--- config.mk ---
export PLATFORM = sky130hd
export DESIGN_NAME = vgd_ram
export DESIGN_NICKNAME = d
export VERILOG_FILES = /design/src/rtl/vgd_ram.sv
export SDC_FILE = /design/constraint.sdc
export NUM_CORES = 1
export LEC_CHECK = 0
export BUFFER_PORTS_ARGS = -buffer_cell sky130_fd_sc_hd__buf_2
export CORE_MARGIN = 2
export CORE_UTILIZATION = 45
export CTS_BUF_LIST = sky130_fd_sc_hd__clkbuf_16
export CTS_CLUSTER_DIAMETER = 50
export DETAILED_ROUTE_END_ITERATION = 12
export SLEW_MARGIN = 20
export SYNTH_ARGS = -nofsm -noshare
export SYNTH_HDL_FRONTEND = slang
export SYNTH_SLANG_ARGS = --single-unit
--- constraint.sdc ---
create_clock -name clk -period 4.1 [get_ports clk]
set_clock_uncertainty 0.2 [all_clocks]
set_input_delay 0.205 -clock clk [delete_from_list [all_inputs] [get_ports clk]]
set_output_delay 0.205 -clock clk [all_outputs]
set_load 0.005 [all_outputs]
--- src/rtl/vgd_ram.sv ---
// Generic single-port-write, single-port-read RAM with registered read.
// No dependencies.
module vgd_ram #(
  parameter int WIDTH = 8,
  parameter int DEPTH = 16
) (
  input  logic                     clk,
  input  logic                     we,
  input  logic [$clog2(DEPTH)-1:0] waddr,
  input  logic [WIDTH-1:0]         wdata,
  input  logic [$clog2(DEPTH)-1:0] raddr,
  output logic [WIDTH-1:0]         rdata
);

  logic [WIDTH-1:0] mem [DEPTH];

  // Write port
  always_ff @(posedge clk) begin
    if (we) begin
      mem[waddr] <= wdata;
    end
  end

  // Registered read port
  always_ff @(posedge clk) begin
    rdata <= mem[raddr];
  end

endmodule
* Word-level counts from Yosys, hierarchy flattened
Memories as Yosys holds them, arrays and structs flattened. A register that Yosys moved wholly into a read port is not among the register bits.
Index checks and enable logic that the tools add are counted.
W data, S select, Z words.
** Cells by class
- Add/subtract/negate cells :: 0
- Multipliers :: 0
- Div/mod/pow operators :: 0
- $lt $le $gt $ge :: 0
- Equality and inequality tests :: 0
- Shift operators :: 0
- Multiplexer cells :: 2
- Bitwise gates (word level) :: 0
- Reduce and logical (&&, ||, !) cells :: 0
** Operators with widths (count)
- $mux W1 :: 2
** Word-level totals
- Register bits :: 0
- Bits in latches :: 0
- Memory bits (writable) :: 128
- Bits in read-only memories :: 0
- Output and inout port bits :: 8
- Word-level logic and storage cells :: 3
- Memories :: 1
** Memories
- mem :: words 16, width 8, read ports 1, clocked after memory_dff 1, write ports 1, line 15 : logic [WIDTH-1:0] mem [DEPTH];

* Longest topological paths before layout
- Depth after elaboration :: 2
- Gate-level depth with buffers :: 5
- Mapped depth without buffers :: 3

* Least setup slack after synthesis
Ideal clock, no wire load.
- Kind :: input to register
- Start point :: input port waddr[2]
- End point :: memory mem[0][0], enable pin
- Setup time :: 383 ps
- Arrival time :: 1315 ps
- Data required time :: 3517 ps
- Path slack :: 2202 ps
- Stages :: 2
- Path through :: or3b_2 > nor3_1
** RTL lines
- start, declared :: line 9 : input logic [$clog2(DEPTH)-1:0] waddr,
- end, declared :: line 15
Straight into the memory's write port.

* Worst setup path in the final report
- Start point :: input port waddr[2]
- End point :: memory mem[2][2], enable pin
Straight into the memory's write port.

==> run_summary.xml <==
<?xml version="1.0" encoding="UTF-8"?>
<metrics>
  <group name="status">
    <metric name="run_status" unit="">finished, final reports clean</metric>
  </group>
  <group name="cts">
    <metric name="cts_setup_buffers" unit="">0</metric>
    <metric name="cts_tree" unit="">done</metric>
    <metric name="clkSlewWorstSetupHoldPaths" unit="ps">50</metric>
    <metric name="numCtsBuffers" unit="">17</metric>
    <metric name="h-tree-depth" unit="">4</metric>
    <metric name="numClockSinks" unit="">136</metric>
    <metric name="clock_latency" unit="ps">410</metric>
    <metric name="max_clock_buf_depth" unit="">2</metric>
    <metric name="cts_root_buf" unit="">clkbuf_16</metric>
  </group>
  <group name="worst_setup_path">
    <metric name="critical_path.endpoint_type" unit="">flop</metric>
    <metric name="worst_r2r_path_depth" unit="">3</metric>
    <metric name="worstPathCellList" unit="">buf_2 &gt; or3b_2 &gt; nor2_1</metric>
    <metric name="slowest_delay" unit="ps">690</metric>
    <metric name="regToRegSetupSlack" unit="ps">2510</metric>
    <metric name="crit_arrival" unit="ps">1530</metric>
    <metric name="worst_ep_required_time" unit="ps">3930</metric>
    <metric name="setup.worst_path.start_class" unit="">primary input</metric>
    <metric name="timing.critical_path.fanout_max" unit="">8</metric>
    <metric name="slowest_stage" unit="">nor2_1</metric>
    <metric name="regToRegEndpoint" unit="">rdata[5]</metric>
    <metric name="worst_r2r_startpoint" unit="">mem[0][5]</metric>
    <metric name="timing_worst_setup_path_type" unit="">primary input to flop</metric>
  </group>
  <group name="worst_hold_path">
    <metric name="hold_path.startpoint" unit="">waddr[1]</metric>
    <metric name="worst_hold_path_type" unit="">primary input to flop</metric>
    <metric name="hold_end" unit="">mem[0][1]</metric>
    <metric name="hold_crit_depth" unit="">2</metric>
  </group>
  <group name="synth">
    <metric name="synthDominantCellAreaShare" unit="%">74.7</metric>
    <metric name="synthMostInstantiatedCell" unit="">edfxtp_1</metric>
    <metric name="post_synth.cell_area_avg" unit="sq um">22.5</metric>
    <metric name="synth.lib_cells_used.distinct" unit="">19</metric>
    <metric name="ys.flop_type" unit="">edfxtp_1</metric>
    <metric name="fraction_of_the_yosys_area_taken_by_sequential_cells" unit="%">77.8</metric>
    <metric name="yosys-top-cells-area" unit="">edfxtp_1 (75%), mux4_2 (7.9%), mux4_1 (7.1%)</metric>
    <metric name="synth_area" unit="sq um">5150</metric>
    <metric name="ys_seq_elements" unit="">136</metric>
    <metric name="postSynthNetCount" unit="">247</metric>
    <metric name="postSynth.asyncResetShare" unit="%">0</metric>
    <metric name="synth_cells" unit="">229</metric>
    <metric name="synth_edf_count" unit="">128</metric>
    <metric name="synthDominantAreaCellType" unit="">edfxtp_1</metric>
    <metric name="ys_top_cells_by_count" unit="">edfxtp_1 (128), mux4_2 (18), a22oi_1 (16), mux4_1 (14), nor2_1 (13)</metric>
    <metric name="yosys_warnings" unit="">0</metric>
  </group>
  <group name="timing">
    <metric name="slew_viol_final" unit="">0</metric>
    <metric name="tns" unit="ps">0</metric>
    <metric name="relSlewSlack" unit="%">31.0</metric>
    <metric name="worst_slew_pin_tran" unit="ps">1030</metric>
    <metric name="setup_viol" unit="">0</metric>
    <metric name="layout_worst_path_cycle_share" unit="%">41.5</metric>
    <metric name="rsz0062_at_grt" unit="">false</metric>
    <metric name="post-route-min-period" unit="ps">1700</metric>
    <metric name="maxClockFrequency" unit="MHz">587</metric>
    <metric name="final-hold-violation-count" unit="">0</metric>
  </group>
  <group name="floorplan">
    <metric name="row_count" unit="">39</metric>
    <metric name="floorplan.die.width" unit="microns">111</metric>
    <metric name="initial_utilization" unit="%">45.7</metric>
    <metric name="core" unit="sq um">11300</metric>
    <metric name="boundaryPins" unit="">26</metric>
    <metric name="die-height" unit="microns">111</metric>
    <metric name="die-area" unit="sq um">12300</metric>
  </group>
  <group name="placed_design">
    <metric name="dp_hpwl" unit="microns">6060</metric>
    <metric name="port-buffer-count" unit="">25</metric>
    <metric name="gp_routability_congestion" unit="">0.725</metric>
  </group>
  <group name="global_routing">
    <metric name="grt_antenna_before_repair" unit="">0</metric>
    <metric name="grt_remaining_overflow" unit="">0</metric>
    <metric name="first_global_vias" unit="">2453</metric>
    <metric name="gr-usage-all-layers" unit="%">17.5</metric>
    <metric name="grt_start_max_net_pins" unit="">33</metric>
    <metric name="grt_first_pass_wirelength" unit="microns">15100</metric>
  </group>
  <group name="pwr">
    <metric name="power.density_cell_area" unit="nW/um^2">503</metric>
    <metric name="p_leak" unit="uW">0.00202</metric>
    <metric name="max_ir_drop_vdd" unit="V">0.000240</metric>
    <metric name="power.total" unit="uW">3010</metric>
  </group>
  <group name="layout">
    <metric name="antenna_cells" unit="">0</metric>
    <metric name="syn_to_final_growth" unit="%">16.2</metric>
    <metric name="final_core_utilization" unit="%">53.1</metric>
    <metric name="drive_above_1_share" unit="%">24.1</metric>
    <metric name="final_net_count" unit="">292</metric>
  </group>
  <group name="detailed_routing">
    <metric name="finalWirelength" unit="microns">10100</metric>
    <metric name="avgViaCountPerCell" unit="">5.62</metric>
    <metric name="first_iter_violations" unit="">134</metric>
    <metric name="pre_repair_dr_iteration_count" unit="">4</metric>
    <metric name="routed-via-count" unit="">2412</metric>
    <metric name="route.antenna.remaining_nets" unit="">0</metric>
    <metric name="detail_route.wl_per_cell" unit="microns">23.7</metric>
    <metric name="drc" unit="">0</metric>
  </group>
  <group name="flow_run">
    <metric name="max_cap_viol" unit="">0</metric>
  </group>
</metrics>
## cells in the final DEF, fill, tap and decap left out
cell / n
edfxtp_1: 128
buf_2: 24
mux4_2: 18
clkbuf_16: 17
a22oi_1: 16
mux4_1: 14
nor2_1: 13
nand2_1: 9
dlygate4sd3_1: 8
dfxtp_1: 8
inv_1: 6
clkinv_1: 4
buf_4: 4
nor3_1: 3
clkinv_2: 3
nand3b_1: 2
nand2b_1: 2
nor2b_1: 1
and2_1: 1
and2b_1: 1
nand3_1: 1
or3b_2: 1
nor3_2: 1
bufinv_16: 1
## report_power, final
group / internal [uW] / switching [uW] / total (uW)
Combinational: 60.7 / 80.4 / 141
Clock: 801 / 502 / 1300
Sequential: 1560 / 10.8 / 1570
## flip-flops by register name, indices dropped and copies added, names as in the netlist
signal  flops
rdata       8
mem       128
## per-layer routing
layer | track usage [%] | wire (microns) | up-vias
li1 | - | - | 1064
met1 | 24.4 | 4550 | 1228
met2 | 26.3 | 4760 | 107
met3 | 4.98 | 677 | 13
met4 | 7.00 | 170 | 0
met5 | 0 | 0 | -
## metrics by stage
stage / hold WS (ps) / cell area (sq um) / instances / setup WS (ps)
finish: 83.0 / 5980 / 429 / 2400
global route: 77.7 / 5980 / 429 / 2330
CTS: 66.0 / 5980 / 429 / 2040
detailed placement: 383 / 5390 / 390 / 1620
global placement: 384 / 5390 / 390 / 1620
floorplan: 104 / 5150 / 229 / 2200
## layout make-up
| class | instances | area (sq um) |
|---|---|---|
| sequential | 136 | 4000 |
| clock inverter | 14 | 82.6 |
| tap | 143 | 179 |
| multi-input combinational | 83 | 1060 |
| fill | 878 | 5290 |
| timing repair buffer | 36 | 230 |
| clock buffer | 17 | 425 |
## worst max path at each step
stage                        start        end  slack (ps)  depth (start not counted)
after floorplan           waddr[2]  mem[0][0]        2200                          2
after global placement    waddr[2]  mem[0][2]        1620                          3
after detailed placement  raddr[0]   rdata[5]        1620                          4
after CTS                 raddr[0]   rdata[5]        2040                          4
after global routing      waddr[2]  mem[2][0]        2330                          3
final                     waddr[2]  mem[2][2]        2400                          3
## timing repair
action	CTS	global route
endpoints found under the hold margin	128	0
resized for setup	0	0
setup endpoints to repair	0	0
hold buffers	8	0
## worst max-delay path: cells and delay by family
kind | cells | cell delay (ps)
buffers and inverters | 1 | 120
AND/OR/NAND/NOR | 2 | 1210
## logic make-up (layout without fill, tap and decap cells)
family | Yosys count | count (layout) | share of synthesized area, %
AOI/OAI and AO/OA | 16 | 16 | 2.33
buffers and inverters | 10 | 67 | 1.68
DFF | 136 | 136 | 77.8
muxes | 32 | 32 | 15.0
and+or+nand+nor | 35 | 35 | 3.18
Power figures use the tool's default switching activity.
